## src/design/brf_pkg.sv

```systemverilog
// Shared definitions for the byte ring FIFO: sizes, item codes and the
// command and status groups between controller and datapath.
// No dependencies.
`default_nettype none

package brf_pkg;

  // Default store size in bytes (power of two)
  localparam int DEFAULT_DEPTH = 1024;
  // Length header stored ahead of each frame
  localparam int HEADER_BYTES  = 4;
  // Index of the last header byte
  localparam logic [2:0] HDR_LAST = 3'(HEADER_BYTES - 1);
  // Header read runs one step further to collect the last registered byte
  localparam logic [2:0] HDR_DONE = 3'(HEADER_BYTES);

  // Item codes carried on the mode field
  typedef enum logic [1:0] {
    MODE_WR_REQ  = 2'd0,
    MODE_WR_BYTE = 2'd1,
    MODE_RD_REQ  = 2'd2,
    MODE_RD_BYTE = 2'd3
  } mode_t;

  // Commands from controller to datapath
  typedef struct packed {
    logic latch_item;     // capture the accepted item, clear the result
    logic wr_req_stream;  // open a stream write transfer
    logic wr_byte;        // store one byte of an open write transfer
    logic hdr_wr;         // store one header byte, advance header index
    logic hdr_wr_commit;  // open the frame write after the last header byte
    logic rd_req_stream;  // open a stream read transfer
    logic rd_byte_issue;  // read the store at the read cursor
    logic rd_byte_finish; // take the read byte, advance the read cursor
    logic hdr_clear;      // reset the header index
    logic hdr_rd;         // issue/collect header reads, advance header index
    logic hdr_rd_commit;  // open the frame read from the collected header
    logic load_result;    // move the finished result to the output register
  } cmd_t;

  // Status from datapath to controller
  typedef struct packed {
    mode_t      item_mode;
    logic       frame_mode;
    logic       wr_busy;
    logic       rd_busy;
    logic       wr_grant_ok;
    logic       rd_pre_ok;
    logic       hdr_ok;
    logic [2:0] hdr_idx;
    logic       out_free;
  } status_t;

endpackage

`default_nettype wire

```

## src/design/brf_ctrl.sv

```systemverilog
// Controller state machine for the byte ring FIFO: sequences each item
// through decode, header accesses and result hand-over. Uses brf_pkg.
`default_nettype none

module brf_ctrl (
  input  wire logic             clk,
  input  wire logic             rst,
  input  wire logic             in_valid,
  output logic                  in_stall,
  input  wire brf_pkg::status_t status,
  output brf_pkg::cmd_t         cmd
);

  typedef enum logic [6:0] {
    ST_IDLE    = 7'b0000001,
    ST_DECODE  = 7'b0000010,
    ST_HDR_WR  = 7'b0000100,
    ST_HDR_RD  = 7'b0001000,
    ST_HDR_CHK = 7'b0010000,
    ST_RD_WAIT = 7'b0100000,
    ST_FINISH  = 7'b1000000
  } state_t;

  state_t state;
  state_t state_next;

  // Take a new item only when idle
  assign in_stall = (state != ST_IDLE);

  // Next state and commands
  always_comb begin
    state_next = state;
    cmd        = '0;
    case (state)
      ST_IDLE: begin
        if (in_valid) begin
          cmd.latch_item = 1'b1;
          state_next     = ST_DECODE;
        end
      end
      ST_DECODE: begin
        state_next = ST_FINISH;
        case (status.item_mode)
          brf_pkg::MODE_WR_REQ: begin
            if (status.wr_grant_ok) begin
              if (status.frame_mode) begin
                cmd.hdr_clear = 1'b1;
                state_next    = ST_HDR_WR;
              end else begin
                cmd.wr_req_stream = 1'b1;
              end
            end
          end
          brf_pkg::MODE_WR_BYTE: begin
            cmd.wr_byte = status.wr_busy;
          end
          brf_pkg::MODE_RD_REQ: begin
            if (status.rd_pre_ok) begin
              if (status.frame_mode) begin
                cmd.hdr_clear = 1'b1;
                state_next    = ST_HDR_RD;
              end else begin
                cmd.rd_req_stream = 1'b1;
              end
            end
          end
          brf_pkg::MODE_RD_BYTE: begin
            if (status.rd_busy) begin
              cmd.rd_byte_issue = 1'b1;
              state_next        = ST_RD_WAIT;
            end
          end
          default: begin
            state_next = ST_FINISH;
          end
        endcase
      end
      ST_HDR_WR: begin
        cmd.hdr_wr = 1'b1;
        if (status.hdr_idx == brf_pkg::HDR_LAST) begin
          cmd.hdr_wr_commit = 1'b1;
          state_next        = ST_FINISH;
        end
      end
      ST_HDR_RD: begin
        cmd.hdr_rd = 1'b1;
        if (status.hdr_idx == brf_pkg::HDR_DONE) begin
          state_next = ST_HDR_CHK;
        end
      end
      ST_HDR_CHK: begin
        cmd.hdr_rd_commit = status.hdr_ok;
        state_next        = ST_FINISH;
      end
      ST_RD_WAIT: begin
        cmd.rd_byte_finish = 1'b1;
        state_next         = ST_FINISH;
      end
      ST_FINISH: begin
        // Hold until the output register is free
        if (status.out_free) begin
          cmd.load_result = 1'b1;
          state_next      = ST_IDLE;
        end
      end
      default: begin
        state_next = ST_IDLE;
      end
    endcase
  end

  // State register
  always_ff @(posedge clk) begin
    if (rst) begin
      state <= ST_IDLE;
    end else begin
      state <= state_next;
    end
  end

endmodule

`default_nettype wire

```

## config.mk

```make
export PLATFORM = sky130hd
export DESIGN_NAME = brf_ctrl
export DESIGN_NICKNAME = d
export VERILOG_FILES = /design/src/design/brf_pkg.sv /design/src/design/brf_ctrl.sv
export SDC_FILE = /design/constraint.sdc
export NUM_CORES = 1
export LEC_CHECK = 0
export CAP_MARGIN = 20
export CORE_AREA = 2 2 39 41
export CTS_CLUSTER_SIZE = 8
export DETAILED_ROUTE_END_ITERATION = 7
export DIE_AREA = 0 0 41 43
export DONT_BUFFER_PORTS = 1
export PLACE_DENSITY = 0.57
export SYNTH_ARGS = -nofsm -noshare
export SYNTH_HDL_FRONTEND = slang
export SYNTH_SLANG_ARGS = --single-unit
```

## constraint.sdc

```tcl
create_clock -name clk -period 2.1 [get_ports clk]
set_input_delay 0.21 -clock clk [delete_from_list [all_inputs] [get_ports clk]]
set_output_delay 0.21 -clock clk [all_outputs]
set_load 0.01 [all_outputs]
```

* Word level (Yosys, flattened, before mapping) *
Index checks and enable logic that the tools add are counted.

word-level totals
  register bits = 7
  input port bits = 15
  output and inout bits = 13
  word-level logic and storage cells = 56

cells by class
  equal/unequal tests = 17
  muxes and demuxes = 35
  reductions and logical operators = 3

operator list
  kind                                                   count
  2-to-1 mux 7 bit                                       9
  case mux 7 bit (6 select lines)                        1
  case mux 7 bit (3 select lines)                        1
  2-to-1 mux 1 bit                                       20
  inequality test 2 bit, second input constant           4
  == test 7 x 1 -> 1 bit, second input constant          1
  == test 7 x 2 -> 1 bit, second input constant          1
  == test 7 x 3 -> 1 bit, second input constant          1
  == test 7 x 4 -> 1 bit, second input constant          1
  == test 7 x 5 -> 1 bit, second input constant          1
  == test 7 x 6 -> 1 bit, second input constant          1
  == test 7 bit, second input constant                   1
  inequality test 7 x 1 -> 1 bit, second input constant  1
  2-to-1 mux 2 bit                                       3
  == test 2 bit, second input constant                   2
  AND reduction 4 bit                                    1
  == test 3 x 2 -> 1 bit, second input constant          1
  == test 3 bit, second input constant                   1
  == test 2 x 1 -> 1 bit, second input constant          1
  zero test 2 bit                                        1
  case mux 1 bit (2 select lines)                        1
  OR reduction 2 bit                                     1

* Logic depth before layout (Yosys ltp) *
Gate-level depths: netlist (run 1).

  depth in word-level cells = 4
  gate-level depth with buffers = 7
  gate-level depth less buffers = 6

* Worst setup path before layout (run 1) *
No wires, ideal clock.

  path kind = register -> output
  start point = register state[4]
  end point = output port cmd[3] (netlist bit)
  arrival = 2.070 ns
  data required time = 1.890 ns
  setup slack = -0.180 ns
  cell stages (with the launch flop) = 5
  path buffers = 1
  cells stage by stage = dfxtp_1 -> or4_4 -> or4b_4 -> buf_6 -> a2111oi_0

RTL lines
  what                    line             RTL
  from (decl)             brf_ctrl.sv:24   state_t state;
  from (signal assigned)  brf_ctrl.sv:117  state <= state_next;
  to (decl)               brf_ctrl.sv:11   output brf_pkg::cmd_t cmd

==> results of run 1 <==
kinds of logic (layout without fill, tap and decap cells):
family,count (synthesis),in the layout,share of synthesized area (%)
simple gates,42,42,48.8
xor+xnor,1,1,1.67
buf+inv,7,21,6.67
compound gates,12,12,16.2
flops,7,7,26.7
cells in the mapped netlist (all sizes together) (2+ instances only):
cell    count
nor2       10
nand2       2
nand3       3
o21ai       2
nand3b      2
or2         2
nand2b      3
nor3b       3
a21oi       3
nor3        6
dfxtp       7
inv         5
nor4        4
final timing paths:
kind         startpoint        to
max            state[4]   cmd[10]
min                 rst  state[6]
max reg2reg    state[4]  state[3]
min reg2reg    state[3]  state[4]
area by class of cell:
cell class,count,share of cell area (%)
multi-input cells,55,58.1
flip-flops and latches,7,19.9
repair buffers,12,12.8
clock buffers,4,3.73
well taps,16,2.84
inverters,5,2.66
critical path, stage by stage, from the launching register on:
cell and delay, ps:
dfxtp_1 310, or4_4 530, or4b_4 570, nor4_4 220
buf_4 150
power breakdown:
group | switching (W) | total, W | internal, W
sequential | 0.0000172 | 0.000160 | 0.000143
clock | 0.0000459 | 0.000118 | 0.0000723
combinational | 0.0000689 | 0.000128 | 0.0000595
per-layer routing:
metal	share of wire, %	routed length (µm)
met2	53	744
met1	42	578
met4	0	0
met3	5.0	69
met5	0	0
stage by stage:
step	util [%]	cell area, µm²
floorplan	-	532
global placement	42.0	581
detailed placement	42.0	581
CTS	49.8	689
global route	50.9	704
finish	50.9	704
timing repair:
| item | CTS | global route |
|---|---|---|
| pin swaps | 3 | 3 |
| setup endpoints to repair | 4 | 8 |
| gates resized for setup | 6 | 2 |
| endpoints found under the hold margin | 0 | 0 |
| buffers inserted | 6 | 0 |
| cloned | 0 | 0 |
==> results.cfg, run 1 <==
[logic_synthesis]
yosys_most_used_dff = dfxtp_1
synth_cell_types = 32
yosysTopAreaCell = dfxtp_1
netlist_area_um2 = 526
synth_edf_count = 0
synth_area_per_cell_um2 = 7.62
yosysWarnings = 0
synth.ff_latch_count = 7
async_flop_share_pct = 0
synth_top_area_share_pct = 26.7
postSynthCellCount = 69
netlist_top_cells_area = dfxtp_1, nor2_1, nor3_1
synth_nets = 84
yosysSeqAreaShare_pct = 26.7

[power_and_ir_drop]
power_density_nw_per_um2 = 577
ir_drop_uv = 230
power.total_w = 0.000407
p_leak_nw = 0.282

[sta]
whs_ps = 27.9
fin_setup_tns_ps = -568
relSlewSlack_pct = 67.0
worst_slew_pin_slew_ps = 491
finalCritPeriodShare_pct = 106
rsz0062_at_grt = yes
maxSlewViolCount = 0
fin_crit_ps = 2240
layout_setup_ws_ps = -136
hold_viol_final = 0
fmax_mhz = 447
setup_viol = 7
finalClockSkew_ps = 1.91

[grt]
grt_pass1_vias = 567
antenna_found_initial = 0
grt.busiest_layer = met2
grt_util_met2_pct = 29.4
grt_max_degree = 9
grt_pass1_wl_um = 2370
use_met3_pct = 3.14
gr-total-overflow = 0
met1_usage_pct = 25.6
grt_use_total_pct = 19.5

[floorplan]
num_rows = 14
dieArea_um2 = 1760
core_area_um2 = 1380
initial_core_util_pct = 38.0
die_h_um = 43
fp.dieW_um = 41
io_pins = 28

[place]
hpwlAfterDp_um = 1060
portBuffers = 0
place_inst = 89
dp_slack_ps = 58.2
gp_routability_congestion = 0.705

[routing]
routed_wl_um = 1390
drtPass1Iterations = 4
viasPerCell = 5.79
remaining_drc_errors = 0
drtIter0Drc = 9
dr_total_vias = 573
avgRoutedWirePerCell_um = 14.1
ant_nets = 0

[worst_setup_path]
r2r_setup_slack_ps = -70
crit_type = reg -> out
cp.arrival_ps = 2030
worstPathRequired_ps = 1890
endpoint_kind = output pin
path_max_fanout = 6
critPathLaunchType = flip-flop
reg2reg_depth = 6

[worst_hold_path]
hold_path_class = in -> reg
hold_path_depth = 1

[layout]
drive_gt1_share_pct = 32.5
multi_input_area_um2 = 409
antenna_cells = 0
stdcell_count = 99
area_growth_pct = 34.0
final_cell_mix = buf_4, nor2_1, dfxtp_1, inv_1, nor3_1
reg.largest.list = state: 7 flops
layout_commonest_cell = buf_4
seq_area_um2 = 140
largest_reg_flops = 7
num-nets-final = 99
fill_cells = 142
top_register = state

[clock_network]
cts_root_buffer = clkbuf_4
cts_tree = built
numCtsBuffers = 3
cts-htree-levels = 1
cts_buffer_depth = 2
path_clk_slew_ps = 50
hold_buffers = 0
clock-sinks = 7
clk_latency_ps = 240

[outcome]
violations = setup timing
outcome = finished, violations left

[job]
drv_cap = 0
Note: power is estimated with default switching activity, not from simulation.
==> inputs of run 2 (changes only) <==
Settings changed: PLACE_DENSITY 0.57 to 0.59.
Clock period 2.1 ns to 1.8 ns, I/O delays scaled along.
==> run 2 against run 1 <==
Compared with the run above:
- the run still ends with setup timing left
- die area did not move
- first-iteration DRC count shrank 44%
- critical path depth is 1 lower
- total power grew 31%
- utilization is 5.4 points higher
- combinational power grew 62%
- cell count up 3.0%
- sequential cell count did not move
- worst setup slack lost 240 ps
- critical path type unchanged
- largest cell class unchanged
- highest routed layer is now met4
==> results.cfg, run 2 (same netlist as run 1, synthesis figures left out) <==
[sta]
finalClockSkew_ps = 4.06
finalCritPeriodShare_pct = 121
setup_viol = 10
hold_viol_final = 0
fin_crit_ps = 2170
layout_setup_ws_ps = -375
worst_slew_pin_slew_ps = 344
fmax_mhz = 460
rsz0062_at_grt = yes
relSlewSlack_pct = 76.9
whs_ps = 44.4
maxSlewViolCount = 0

[power_and_ir_drop]
power_density_nw_per_um2 = 685
swShare_pct = 33.6
p_clk_share_pct = 27.3
intPower_w = 0.000354
seqPwrFrac_pct = 33.9
power_switching_w = 0.000179
ir_drop_uv = 466
p_leak_nw = 0.299
p_comb_share_pct = 38.9
power.total_w = 0.000534

[floorplan]
io_pins = 28
die_h_um = 43
core_area_um2 = 1380
dieArea_um2 = 1760
fp.dieW_um = 41
initial_core_util_pct = 38.0
num_rows = 14

[worst_setup_path]
cp.arrival_ps = 1990
worstPathRequired_ps = 1620
worstReg2RegStart = state[4]
endpoint_kind = output pin
r2r_setup_slack_ps = -260
path_max_fanout = 7
regToRegEndpoint = state[6]
reg2reg_depth = 6
crit_type = reg -> out
critPathLaunchType = flip-flop

[routing]
drtPass1Iterations = 3
dr_total_vias = 587
viasPerCell = 5.75
ant_nets = 0
routed_wl_um = 1490
remaining_drc_errors = 0
drtIter0Drc = 5
avgRoutedWirePerCell_um = 14.6

[place]
portBuffers = 0
hpwlAfterDp_um = 1200
gp_routability_congestion = 0.745
postPlaceCellArea_um2 = 656

[worst_hold_path]
hold_path_class = in -> reg
hold_path_depth = 1
hp-start = rst
min_to = state[0]

[clock_network]
cts_tree = built
clk_latency_ps = 260
cts_buffer_depth = 2
cts_root_buffer = clkbuf_4
path_clk_slew_ps = 50
numCtsBuffers = 3
clock-sinks = 7
cts-htree-levels = 1

[outcome]
outcome = finished, violations left
violations = setup timing

[grt]
use_met3_pct = 8.90
gr-total-overflow = 0
met1_usage_pct = 21.3
grt_use_total_pct = 20.0
grt_pass1_vias = 548
antenna_found_initial = 0
grt_max_degree = 8
grt_pass1_wl_um = 2300
grt_util_met2_pct = 31.9
grt.busiest_layer = met2

[layout]
fill_cells = 137
drive_gt1_share_pct = 40.7
final_cell_mix = buf_4, nor2_1, dfxtp_1, inv_1
antenna_cells = 0
reg.largest.list = state: 7 flops
area_growth_pct = 48.3
num-nets-final = 102
top_register = state
seq_area_um2 = 140
layout_commonest_cell = buf_4
postLayoutCoreUtil_pct = 56.3
largest_reg_flops = 7
multi_input_area_um2 = 455
postLayoutCellArea_um2 = 779

[job]
drv_cap = 0
-- run 2: cell types whose count changed in the layout (fill, tap and decap cells not counted), sizes merged --
cell         before  now
dlygate4sd3       0    1
buf              12   14
-- run 2: area by class of cell --
type                            count  area share, %
Sequential cell                     7           18.0
Inverter                            5           2.41
Timing Repair Buffer               15           15.2
Clock buffer                        4           3.37
Multi-Input combinational cell     55           58.4
Tap cell                           16           2.57
-- run 2: power by group through the flow --
stage / clock network (W) / registers (W) / logic [W]
detailed placement: 0 / 0.000180 / 0.000158
global route: 0.000160 / 0.000182 / 0.000229
floorplan: 0 / 0.000184 / 0.000111
CTS: 0.000147 / 0.000178 / 0.000193
finish: 0.000146 / 0.000181 / 0.000207
global placement: 0 / 0.000179 / 0.000157
-- run 2: metrics by stage --
step / worst slack (ps) / instances / setup TNS [ps]
global placement: -121 / 94 / -538
floorplan: -130 / 69 / -724
finish: -375 / 102 / -2340
CTS: -381 / 102 / -2460
global route: -418 / 102 / -2970
detailed placement: -143 / 94 / -753
-- run 2: worst max-delay path, stage by stage (launching register included) --
cell and delay (ps):
dfxtp_1 310, or4_4 530, or4b_4 580, nor4_4 320
-- run 2: worst max path at each step --
stage	from	endpoint	slack, ps	cells after the start
floorplan	state[4]	state[3]	-130	5
global placement	state[4]	state[3]	-120	4
detailed placement	state[4]	state[3]	-140	4
CTS	state[4]	cmd[10]	-380	3
global route	state[4]	cmd[10]	-420	3
finish	state[4]	cmd[10]	-370	3
-- run 2: what timing repair did --
item,in CTS,in global routing
hold endpoints to repair,3,0
endpoints found under the setup margin,10,13
hold buffers,1,0
buffers inserted,3,0
resized for setup,9,4
pin swaps,3,1
-- run 2: per-layer routing --
metal,vias to the layer above,wire [µm]
li1,289,-
met1,278,540
met2,15,849
met3,5,64
met4,0,29
met5,-,0
